### src/rtl/ipcl_pkg.sv
// Shared constants, codes and types of the IP prefix category lookup block.
`default_nettype none

package ipcl_pkg;

    // Default table sizes and category bound
    localparam int V4_ENTRIES_DEF     = 256;
    localparam int V6_ENTRIES_DEF     = 256;
    localparam int CATEGORY_LIMIT_DEF = 128;

    // Field widths
    localparam int CMD_W    = 2;
    localparam int INDEX_W  = 8;
    localparam int HALF_W   = 64;
    localparam int KEY_W    = 128;
    localparam int PREFIX_W = 8;
    localparam int CAT_W    = 8;
    localparam int STATUS_W = 2;
    localparam int COUNT_W  = 9;
    localparam int CFG_IDX_W = 1;

    // Stored entry layouts: {network, prefix, category}
    localparam int V4_NET_W    = 32;
    localparam int V4_PREFIX_W = 6;
    localparam int V4_ENTRY_W  = V4_NET_W + V4_PREFIX_W + CAT_W;
    localparam int V6_ENTRY_W  = KEY_W + PREFIX_W + CAT_W;

    localparam logic [PREFIX_W-1:0] V4_MAX_PREFIX = 8'd32;
    localparam logic [PREFIX_W-1:0] V6_MAX_PREFIX = 8'd128;

    // Commands
    localparam logic [CMD_W-1:0] CMD_WR4 = 2'd0;
    localparam logic [CMD_W-1:0] CMD_WR6 = 2'd1;
    localparam logic [CMD_W-1:0] CMD_LK4 = 2'd2;
    localparam logic [CMD_W-1:0] CMD_LK6 = 2'd3;

    // Result status codes
    localparam logic [STATUS_W-1:0] ST_MATCH   = 2'd0;
    localparam logic [STATUS_W-1:0] ST_NOMATCH = 2'd1;
    localparam logic [STATUS_W-1:0] ST_STORED  = 2'd2;
    localparam logic [STATUS_W-1:0] ST_REJECT  = 2'd3;

    // Configuration register indexes
    localparam logic [CFG_IDX_W-1:0] REG_IPV4_COUNT = 1'd0;
    localparam logic [CFG_IDX_W-1:0] REG_IPV6_COUNT = 1'd1;

    // Sequencer to match unit
    typedef struct packed {
        logic start;   // clear the running best
        logic eval;    // read data of one entry is present
    } t_scan_ctl;

    // Running best of a scan
    typedef struct packed {
        logic                found;
        logic [PREFIX_W-1:0] len;
        logic [CAT_W-1:0]    cat;
    } t_best;

endpackage

`default_nettype wire

### src/rtl/ipcl_match.sv
// Prefix cover test and running longest-match tracker for one table scan.
`default_nettype none

module ipcl_match (
    input  wire logic                                i_clk,
    input  wire logic                                i_rst_n,
    input  wire ipcl_pkg::t_scan_ctl                 i_ctl,
    input  wire logic [ipcl_pkg::KEY_W-1:0]          i_key,
    input  wire logic [ipcl_pkg::KEY_W-1:0]          i_net,
    input  wire logic [ipcl_pkg::PREFIX_W-1:0]       i_len,
    input  wire logic [ipcl_pkg::CAT_W-1:0]          i_cat,
    output ipcl_pkg::t_best                          o_best
);

    logic [ipcl_pkg::KEY_W-1:0] mask;
    logic                       covers;
    logic                       better;
    ipcl_pkg::t_best            r_best;
    ipcl_pkg::t_best            n_best;

    // Top len bits set; keys are left aligned, so IPv4 uses the top 32 bits
    assign mask   = ~({ipcl_pkg::KEY_W{1'b1}} >> i_len);
    assign covers = (i_len <= ipcl_pkg::V6_MAX_PREFIX) && (((i_key ^ i_net) & mask) == '0);
    // Strictly longer only: on a tie the lower slot, seen first, stays
    assign better = covers && (!r_best.found || (i_len > r_best.len));

    always_comb begin
        n_best = r_best;
        if (i_ctl.start) begin
            n_best = '0;
        end else if (i_ctl.eval && better) begin
            n_best.found = 1'b1;
            n_best.len   = i_len;
            n_best.cat   = i_cat;
        end
    end

    always_ff @(posedge i_clk) begin
        if (!i_rst_n) begin
            r_best <= '0;
        end else begin
            r_best <= n_best;
        end
    end

    assign o_best = r_best;

endmodule

`default_nettype wire

### config.mk
export PLATFORM = sky130hd
export DESIGN_NAME = ipcl_match
export DESIGN_NICKNAME = d
export VERILOG_FILES = /design/src/rtl/ipcl_pkg.sv /design/src/rtl/ipcl_match.sv
export SDC_FILE = /design/constraint.sdc
export NUM_CORES = 1
export LEC_CHECK = 0
export BUFFER_PORTS_ARGS = -buffer_cell sky130_fd_sc_hd__buf_2
export CAP_MARGIN = 30
export CORE_AREA = 2 2 115 117
export DETAILED_ROUTE_END_ITERATION = 8
export DIE_AREA = 0 0 117 119
export HOLD_SLACK_MARGIN = 0.1
export SYNTH_ARGS = -nofsm -noshare
export SYNTH_HDL_FRONTEND = slang
export SYNTH_SLANG_ARGS = --single-unit
### constraint.sdc
create_clock -name i_clk -period 6.15 [get_ports i_clk]
set_clock_uncertainty 0.2 [all_clocks]
set_input_delay 0.9225 -clock i_clk [delete_from_list [all_inputs] [get_ports i_clk]]
set_output_delay 0.9225 -clock i_clk [all_outputs]
set_load 0.005 [all_outputs]
==> out/summary.json <==
{
  "status": "finished clean",
  "synth_enable_flop_cells": 0,
  "route.detailed.vias_per_inst": 5.194,
  "worst_hold_start": "o_best[2]$_SDFFE_PP0P_",
  "final-instance-count-excl-fill": 960,
  "finalMaxSlewViolations": 0,
  "fp.dieW_um": 117,
  "synthesis.nets": 803,
  "maxCapViolations": 0,
  "dp.final_hpwl_um": 14520,
  "wire_length_of_the_first_global_routing_pass_um": 25730,
  "overflow": 0,
  "tot_gr_track_use_pct": 23.94,
  "max_freq_mhz": 241.4,
  "area_growth_synth_to_finish_pct": 42.68,
  "cts_max_path_buffers": 2,
  "drt_first_iter_violations": 291,
  "post_synth_instance_area_sq_um": 3767,
  "die_height_um": 119,
  "via_count": 4986,
  "post_route_cells_drive_above_1_share_pct": 39.92,
  "cp-end-kind": "register",
  "synth-compound-area-share_pct": 27.00,
  "n_antenna_cell": 0,
  "async_flop_share_pct": 0,
  "nets": 1069,
  "power_total_mw": 0.5894,
  "port-buffer-count": 292,
  "synth.area.mux_share_pct": 4.251,
  "setup_buffers_after_cts": 0,
  "finalCriticalPeriod_ns": 4.143,
  "worst_hold_path_type": "reg -> reg",
  "synth_ff_type": "dfxtp_1",
  "drtPass1Iterations": 7,
  "final_hold_violations": 0,
  "cellLeakagePower_nw": 2.360,
  "warnings_synthesis": 0,
  "irDropWorstVdd_mv": 0.1096,
  "regToRegStartpoint": "o_best[15]$_SDFFE_PP0P_",
  "clockRootBuffer": "clkbuf_16",
  "dpl-instance-area_sq_um": 5296,
  "initial_core_util_pct": 29.26,
  "io_pins": 293,
  "grt_max_degree": 43,
  "std_cell_rows": 42,
  "rsz_0062_raised_after_global_routing": "no",
  "max-slew-margin-rel_pct": 46.98,
  "routedWlPerCell_um": 18.30,
  "power.density_nw_per_um2": 109.6,
  "finalInstanceArea_sq_um": 5375,
  "sort_of_element_at_the_start_of_the_critical_path": "primary input",
  "setup_violations": 0,
  "cts.reportedPaths.clkPinSlew_ns": 0.05,
  "largest_register_ff_count": 17,
  "via_count_of_the_first_global_routing_pass": 4806,
  "cts_made_buffers": 3,
  "cts_repair_resize_count": 0,
  "largest_family_of_logic_cells_by_synthesized_area": "XOR/XNOR gates",
  "total_wirelength_of_the_detailed_routed_design_um": 17570,
  "adder_cell_share_of_the_synthesized_area_pct": 2.923,
  "grt_antenna_before_repair": 0,
  "ctsHtreeMaxLevel": 1,
  "sequential_area_share_after_synthesis_pct": 9.034,
  "floorplan.die_area_sq_um": 13920,
  "worstSetupStartpoint": "i_len[4]",
  "fin_crit_sh_pct": 67.36,
  "core_area_sq_um": 12870,
  "worstPathArrival_ns": 4.12,
  "clock-sinks": 17,
  "detail_route.drc_violations": 0,
  "synthXorXnorAreaFrac_pct": 29.76,
  "timing.setup.critical_path_class": "in -> reg",
  "synth_simple_gate_area_share_pct": 20.69,
  "synth.top_cells.by_area": "xnor2_1 (15%), xor2_1 (15%), dfxtp_1 (9.0%)",
  "cts_hold_repair_buffers": 0,
  "synth_top_area_share_pct": 15.11,
  "transition_time_of_the_tightest_slew_check_pin_ns": 0.7953,
  "post_synthesis_cell_count": 519,
  "placed_cells_incl_taps": 956,
  "syn_area_per_cell_sq_um": 7.259,
  "gp_congestion": 0.9296,
  "antenna_left": 0,
  "cp_data_required_time_ns": 6.13,
  "tritoncts": "built",
  "post-synth-top-area-cell": "xnor2_1",
  "setup_total_negative_slack_ns": 0,
  "synth_seq_cells": 17,
  "largest_driver_fanout_on_the_critical_path": 42,
  "filler_cell_count": 1413,
  "clk-insertion-delay-late_ns": 0.25,
  "netlist-cell-type-count": 65
}
==> routing by layer <==
layer	part of all wire, %	GRT usage [%]	vias up
met1	41	31.03	2250
li1	-	-	2424
met2	48	41.55	288
met5	0	0	-
met4	2.4	6.544	0
met3	8.9	2.646	24
==> power breakdown <==
part | internal (mW) | total (mW) | switching, mW
registers | 0.110 | 0.110 | 0
clock network | 0.0880 | 0.130 | 0.0420
logic | 0.156 | 0.349 | 0.193
total | 0.354 | 0.589 | 0.235
==> logic make-up after synthesis <==
kind of cell             Yosys count
XOR/XNOR                         128
AND/OR/NAND/NOR                  147
multiplexers                      16
AO/OA/AOI/OAI                    156
flip-flops                        17
adder cells (fa/ha/maj)            9
buffers and inverters             46
==> path summary, 6_finish.rpt <==
| kind | to | slack [ns] | cells after the start |
|---|---|---|---|
| max | o_best[1]$_SDFFE_PP0P_ | 2.01 | 10 |
| min | o_best[2]$_SDFFE_PP0P_ | 0.25 | 2 |
| max reg2reg | o_best[1]$_SDFFE_PP0P_ | 2.96 | 11 |
| min reg2reg | o_best[2]$_SDFFE_PP0P_ | 0.25 | 2 |
==> cells in the mapped netlist, types with 5 or more instances <==
cell type	instances
xnor2_1	65
nand2_1	54
and2_1	5
nand4_1	14
o211ai_1	5
nand3_1	6
buf_2	7
dfxtp_1	17
nor3_1	11
o21a_1	5
or3_1	6
nor4_1	10
a31oi_1	11
o21ai_0	31
a211oi_1	7
mux2i_1	16
a21oi_1	38
clkbuf_1	17
o22ai_1	15
inv_1	12
ha_1	8
xor2_1	63
nor2_1	17
buf_6	5
==> through the flow <==
step | hold WS (ns) | setup slack, ns | utilization, %
6_report | 0.2548 | 2.007 | 41.75
2_1_floorplan | 0.2511 | 2.405 | -
4_1_cts | 0.2543 | 2.042 | 41.75
3_3_place_gp | 0.2439 | 1.816 | 41.02
5_1_grt | 0.2718 | 1.840 | 41.75
3_5_place_dp | 0.2457 | 1.765 | 41.14
==> final cells by class <==
| cell class | count | area, sq um | area share [%] |
|---|---|---|---|
| Multi-Input combinational cell | 456 | 3199 | 59.52 |
| Timing Repair Buffer | 295 | 1491 | 27.75 |
| Sequential cell | 17 | 340.3 | 6.331 |
| Tap cell | 176 | 220.2 | 4.097 |
| Clock buffer | 4 | 78.83 | 1.466 |
| Inverter | 12 | 45.04 | 0.8380 |
==> worst max-delay path, stage by stage <==
cell       delay, ns
buf_2           0.35
nor4_2          0.67
a21oi_1         0.16
a2111oi_0       0.44
nand4_1         0.19
nor4_2          0.25
o2111ai_1       0.22
nor4b_4         0.33
buf_4           0.33
mux2i_1         0.23
==> placed cells by master (no fill, tap or decap), types with 5 or more instances in the layout <==
cell type	synthesis	routed
o211ai_1	5	5
o22ai_1	15	15
nand4_1	14	14
nor2_1	17	17
ha_1	8	8
nand3_1	6	6
a21oi_1	38	38
buf_2	7	292
o21a_1	5	5
a211oi_1	7	7
or3_1	6	6
dfxtp_1	17	17
nor3_1	11	11
inv_1	12	12
xor2_1	63	63
nor4_1	10	10
xnor2_1	65	65
and2_1	5	5
a31oi_1	11	11
o21ai_0	31	31
nand2_1	54	54
mux2i_1	16	16
(Power assumes the default switching activity.)
